## src/design/svm_pkg.sv

```systemverilog
// shared types and constants of the sample voice mixer
// no dependencies
package svm_pkg;

	localparam int VOICES        = 8;
	localparam int RESERVED_SLOT = 6;
	localparam int SAMPLE_DEPTH  = 65536;
	localparam int VIDX_W        = $clog2(VOICES);
	localparam int SAMP_AW       = $clog2(SAMPLE_DEPTH);
	localparam int QUEUE_DEPTH   = 4;
	localparam int QAW           = $clog2(QUEUE_DEPTH);
	localparam int ENV_FRAC_W    = 15;

	localparam logic [15:0] UNITY = 16'h8000;

	typedef enum logic [2:0] {
		OP_WRITE    = 3'd0,
		OP_START    = 3'd1,
		OP_STOP     = 3'd2,
		OP_STOP_ALL = 3'd3,
		OP_TICK     = 3'd4
	} op_t;

	typedef enum logic [1:0] {
		KIND_MIX     = 2'd0,
		KIND_STARTED = 2'd1,
		KIND_ENDED   = 2'd2
	} kind_t;

	// classified command word between front and back
	typedef struct packed {
		op_t         op;
		logic [2:0]  slot;
		logic        slot_given;
		logic [15:0] address;
		logic [16:0] length;
		logic [15:0] sample_left;
		logic [15:0] sample_right;
		logic [15:0] start_frame;
		logic [15:0] start_frac;
		logic [19:0] step;
		logic [15:0] gain;
		logic [15:0] fade;
	} cmd_t;

	typedef struct packed {
		logic        start;
		logic [15:0] num;
		logic [15:0] den;
	} div_req_t;

	typedef struct packed {
		logic        done;
		logic [15:0] quot;
	} div_rsp_t;

endpackage

```

## src/design/svm_div.sv

```systemverilog
// envelope divider: floor(num * 32768 / den) for num <= den, one quotient bit per cycle
// uses svm_pkg
module svm_div (
	input  logic              clk,
	input  logic              arst_n,
	input  svm_pkg::div_req_t req,
	output svm_pkg::div_rsp_t rsp
);

	logic        busy_q;
	logic [3:0]  cnt_q;
	logic        done_q;
	logic [15:0] rem_q;
	logic [15:0] den_q;
	logic [15:0] quot_q;
	logic [16:0] r2;
	logic        ge;

	assign r2       = {rem_q, 1'b0};
	assign ge       = (r2 >= {1'b0, den_q});
	assign rsp.done = done_q;
	assign rsp.quot = quot_q;

	always_ff @(posedge clk or negedge arst_n) begin
		if (!arst_n) begin
			busy_q <= 1'b0;
			cnt_q  <= '0;
			done_q <= 1'b0;
		end else begin
			done_q <= 1'b0;
			if (req.start) begin
				busy_q <= 1'b1;
				cnt_q  <= 4'(svm_pkg::ENV_FRAC_W);
			end else if (busy_q) begin
				cnt_q <= cnt_q - 1'b1;
				if (cnt_q == 4'd1) begin
					busy_q <= 1'b0;
					done_q <= 1'b1;
				end
			end
		end
	end

	always_ff @(posedge clk) begin
		if (req.start) begin
			den_q <= req.den;
			// integer bit is 0 or 1 since num never exceeds den
			if (req.num >= req.den) begin
				rem_q  <= req.num - req.den;
				quot_q <= 16'd1;
			end else begin
				rem_q  <= req.num;
				quot_q <= 16'd0;
			end
		end else if (busy_q) begin
			rem_q  <= ge ? 16'(r2 - {1'b0, den_q}) : r2[15:0];
			quot_q <= {quot_q[14:0], ge};
		end
	end

endmodule

```

## config.mk

```make
export PLATFORM = sky130hd
export DESIGN_NAME = svm_div
export DESIGN_NICKNAME = d
export VERILOG_FILES = /design/src/design/svm_pkg.sv /design/src/design/svm_div.sv
export SDC_FILE = /design/constraint.sdc
export NUM_CORES = 1
export LEC_CHECK = 0
export BUFFER_PORTS_ARGS = -buffer_cell sky130_fd_sc_hd__clkbuf_2
export CAP_MARGIN = 20
export CORE_UTILIZATION = 59
export CTS_CLUSTER_SIZE = 10
export DETAILED_ROUTE_END_ITERATION = 10
export GPL_ROUTABILITY_DRIVEN = 0
export PLACE_DENSITY = 0.81
export SYNTH_ARGS = -nofsm -noshare
export SYNTH_HDL_FRONTEND = slang
export SYNTH_SLANG_ARGS = --single-unit
```

## constraint.sdc

```tcl
create_clock -name clk -period 3.43 [get_ports clk]
set_input_delay 0.686 -clock clk [delete_from_list [all_inputs] [get_ports clk]]
set_output_delay 0.686 -clock clk [all_outputs]
set_load 0.01 [all_outputs]
```

==> run_results.csv <==
group,metric,value,unit
timing,period_share,91.1,%
final_layout,drive_above_1_share,16.6,%
final_layout,nNetsFinal,552,
timing,fin_skew,0.00850,ns
pwr,power_switching,1.19,mW
synth,synth.distinct_cells,66,
detailed_routing,wl_per_cell,15.9,µm
final_layout,diodes,0,
pwr,power_frac_seq,33.1,%
timing,setup_ws,0.304,ns
status,outcome,"complete, no violations",
timing,finalSetupTns,0,ns
floorplanning,initial_core_util,61.7,%
detailed_routing,vias_per_cell,5.90,
clock_network,cts_max_level,2,
synth,synthTopCellsByCount,"49 x inv_1, 48 x edfxtp_1, 34 x ha_1, 29 x mux2i_1, 28 x nor2_1",
placed_design,pre_cts_ws,0.232,ns
setup_path,worstSetupStartpointType,"flip-flop",
final_layout,syn_to_final_growth,9.16,%
synth,synth_area,0.00424,mm²
pwr,swShare,41.5,%
clock_network,ctsResizeCount,0,
setup_path,worstSetupPathType,"reg2reg",
clock_network,clk_pin_slew,0.10,ns
job,drv_cap,0,
synth,yosysMostFrequentCell,"inv_1",
synth,synth_area_leaders,"edfxtp_1 34%, ha_1 10%, mux2i_1 6.9%, inv_1 4.3%, dfrtp_1 3.5%",
timing,worst_pin_slew,0.752,ns
timing,slew_violations,0,
synth,synth_edf_count,48,
global_route,grt_pass1_vias,3136,
floorplanning,rows,30,
setup_path,worstSetupEndpointType,"flip-flop",
timing,slew-limit-headroom,49.9,%
global_route,grt_max_degree,46,
setup_path,slowest_stage,"or2_1",
pwr,p_leak,2.16,nW
placed_design,dp_hpwl,6890,µm
clock_network,postCtsSetupRepairBufs,0,
setup_path,slowest_delay,0.62,ns
synth,synth-seq-cells,54,
floorplanning,die_w,86.7,µm
detailed_routing,route.detailed.drc,0,
floorplanning,ioPinCount,52,
global_route,overflow,0,
pwr,clkPwrFrac,12.7,%
setup_path,critPathMaxFanout,14,
final_layout,fin_cells,578,
global_route,gr-usage-all-layers,25.8,%
timing,setup_viol,0,
global_route,antenna_found_initial,0,
pwr,ir_worst_vdd,0.000224,V
clock_network,cts_tree,"yes",
timing,fmax,320,MHz
pwr,cellPowerDensity,620,mW/mm²
timing,period_needed,3.13,ns
timing,rsz0062_at_grt,"false",
floorplanning,coreArea,0.00687,mm²
pwr,power_frac_comb,54.2,%
clock_network,cts_hold_buf,0,
setup_path,cpMostUsedCell,"mux2i_1",
floorplanning,die_area,0.00752,mm²
clock_network,clk_root_buffer_cell,"clkbuf_8",
setup_path,arrival,3.18,ns
setup_path,path_cells,"ha_1, nand4_1, nor3_1, o31ai_2, a31oi_4, or2_1, mux2i_1, mux2i_1",
synth,ys_async_sr_fraction,11.1,%
setup_path,required,3.49,ns
clock_network,cts.sinks,54,
final_layout,nFillCells,547,
detailed_routing,dr_total_vias,3409,
synth,yosysTopAreaCell,"edfxtp_1",
synth,syn-num-nets,505,
detailed_routing,drt_wl_total,9180,µm
clock_network,clockBufferDepth,2,
clock_network,insertion_delay,0.31,ns
setup_path,worstRegToRegCells,8,
setup_path,r2r_setup_slack,0.30,ns
synth,synthCells,434,
synth,syn_area_per_cell,9.76,µm²
synth,synth_top_area_share,34.0,%
clock_network,cts_inserted_buffers,5,
pwr,p_int,1.68,mW
detailed_routing,dr.pass1.iters,6,
setup_path,crit_start,"rem_q[6]",
synth,ys_seq_area_share,37.6,%
setup_path,timing.rr.start,"rem_q[6]",
placed_design,io_buffer_count,51,
synth,synth_ff_type,"edfxtp_1",
min_path,hold_class,"in2async",
floorplanning,chipHeight,86.7,µm
detailed_routing,ant_nets,0,
detailed_routing,drt_iter0_markers,301,
timing,finalHoldViolCount,0,
setup_path,reg2reg_to,"rem_q[11]",
synth,yosysWarnings,0,
placed_design,numPlacedInstances,570,
global_route,grt_pass1_wl,15000,µm
==> flip-flops by register name, summed over array words and instances, names as in the netlist <==
name,count
den_q,16
quot_q,16
rem_q,16
cnt_q,4
busy_q,1
done_q,1
==> logic make-up after synthesis <==
| group | after synthesis | synth area share, % |
|---|---|---|
| adders and majority gates | 36 | 11.0 |
| and+or+nand+nor | 123 | 15.6 |
| muxes | 30 | 7.12 |
| AOI/OAI and AO/OA | 110 | 18.2 |
| xor gates and xnor gates | 16 | 3.31 |
| buffers and inverters | 65 | 7.18 |
| DFF | 54 | 37.6 |
==> area by class of cell <==
| cell class | instances | area (µm²) | area share (%) |
|---|---|---|---|
| clock buffer | 6 | 72.6 | 1.57 |
| inverter | 50 | 188 | 4.06 |
| timing repair buffer | 55 | 298 | 6.44 |
| tap | 96 | 120 | 2.60 |
| multi-input combinational | 315 | 2340 | 50.6 |
| clock inverter | 2 | 13.8 | 0.298 |
| sequential | 54 | 1590 | 34.4 |
==> routing by layer <==
layer | global-route usage (%) | vias to the layer above | share of wire, %
met5 | 0 | - | 0
met2 | 43.1 | 112 | 48
met4 | 9.09 | 0 | 2.5
li1 | - | 1671 | -
met3 | 3.52 | 22 | 4.2
met1 | 34.4 | 1604 | 45
==> power by group through the flow <==
stage | clock [mW] | combinational (mW) | sequential [mW]
finish | 0.364 | 1.55 | 0.949
global route | 0.386 | 1.70 | 0.961
CTS | 0.364 | 1.52 | 0.946
detailed placement | 0 | 1.50 | 0.959
global placement | 0 | 1.44 | 0.954
floorplan | 0 | 1.20 | 0.944
==> worst max path at each step <==
| stage | to | cells past startpoint | slack (ns) |
|---|---|---|---|
| 2_1_floorplan | rem_q[12] | 9 | 0.56 |
| 3_3_place_gp | rem_q[0] | 11 | 0.27 |
| 3_5_place_dp | rem_q[0] | 11 | 0.23 |
| 4_1_cts | rem_q[10] | 8 | 0.37 |
| 5_1_grt | rem_q[10] | 8 | 0.16 |
| 6_report | rem_q[11] | 8 | 0.30 |
==> worst max-delay path, delay by kind of cell, from the launching register on <==
family                   cells  cell delay, ns
multiplexers                 2            0.46
flip-flops                   1            0.42
AND/OR/NAND/NOR              3            1.10
adder cells (fa/ha/maj)      1            0.43
AO/OA/AOI/OAI                2            0.45
==> placed cells by master, fill, tap and decap left out, types with 3 or more instances in the layout <==
cell | Yosys | layout
nand2_1 | 16 | 16
mux2i_1 | 29 | 29
o21ai_0 | 24 | 24
o211ai_1 | 3 | 3
xnor2_1 | 12 | 12
edfxtp_1 | 48 | 48
and3_1 | 3 | 3
ha_1 | 34 | 34
a22oi_1 | 3 | 3
a211oi_1 | 4 | 4
nor2_1 | 28 | 28
inv_1 | 49 | 49
o31ai_1 | 3 | 3
o31a_1 | 5 | 5
buf_4 | 3 | 3
a31oi_1 | 5 | 5
nor3b_1 | 4 | 4
clkbuf_8 | 2 | 5
o21a_1 | 10 | 10
clkbuf_2 | 0 | 51
nor2b_1 | 21 | 21
dfrtp_1 | 6 | 6
o211a_1 | 4 | 4
nand4_1 | 5 | 5
nand2b_1 | 7 | 7
nand3_1 | 11 | 11
a21oi_1 | 22 | 22
xor2_1 | 4 | 4
a21o_1 | 5 | 5
nor3_1 | 12 | 12
==> per-stage QoR <==
step | cell area (µm²) | total power, mW | hold slack [ns] | util, %
after global routing | 4620 | 3.05 | 0.183 | 67.3
final | 4620 | 2.87 | 0.171 | 67.3
after detailed placement | 4540 | 2.46 | 0.518 | 66.0
after CTS | 4620 | 2.83 | 0.183 | 67.3
after floorplan | 4240 | 2.15 | 0.390 | -
after global placement | 4540 | 2.40 | 0.509 | 66.0
Power figures use the tool's default switching activity.
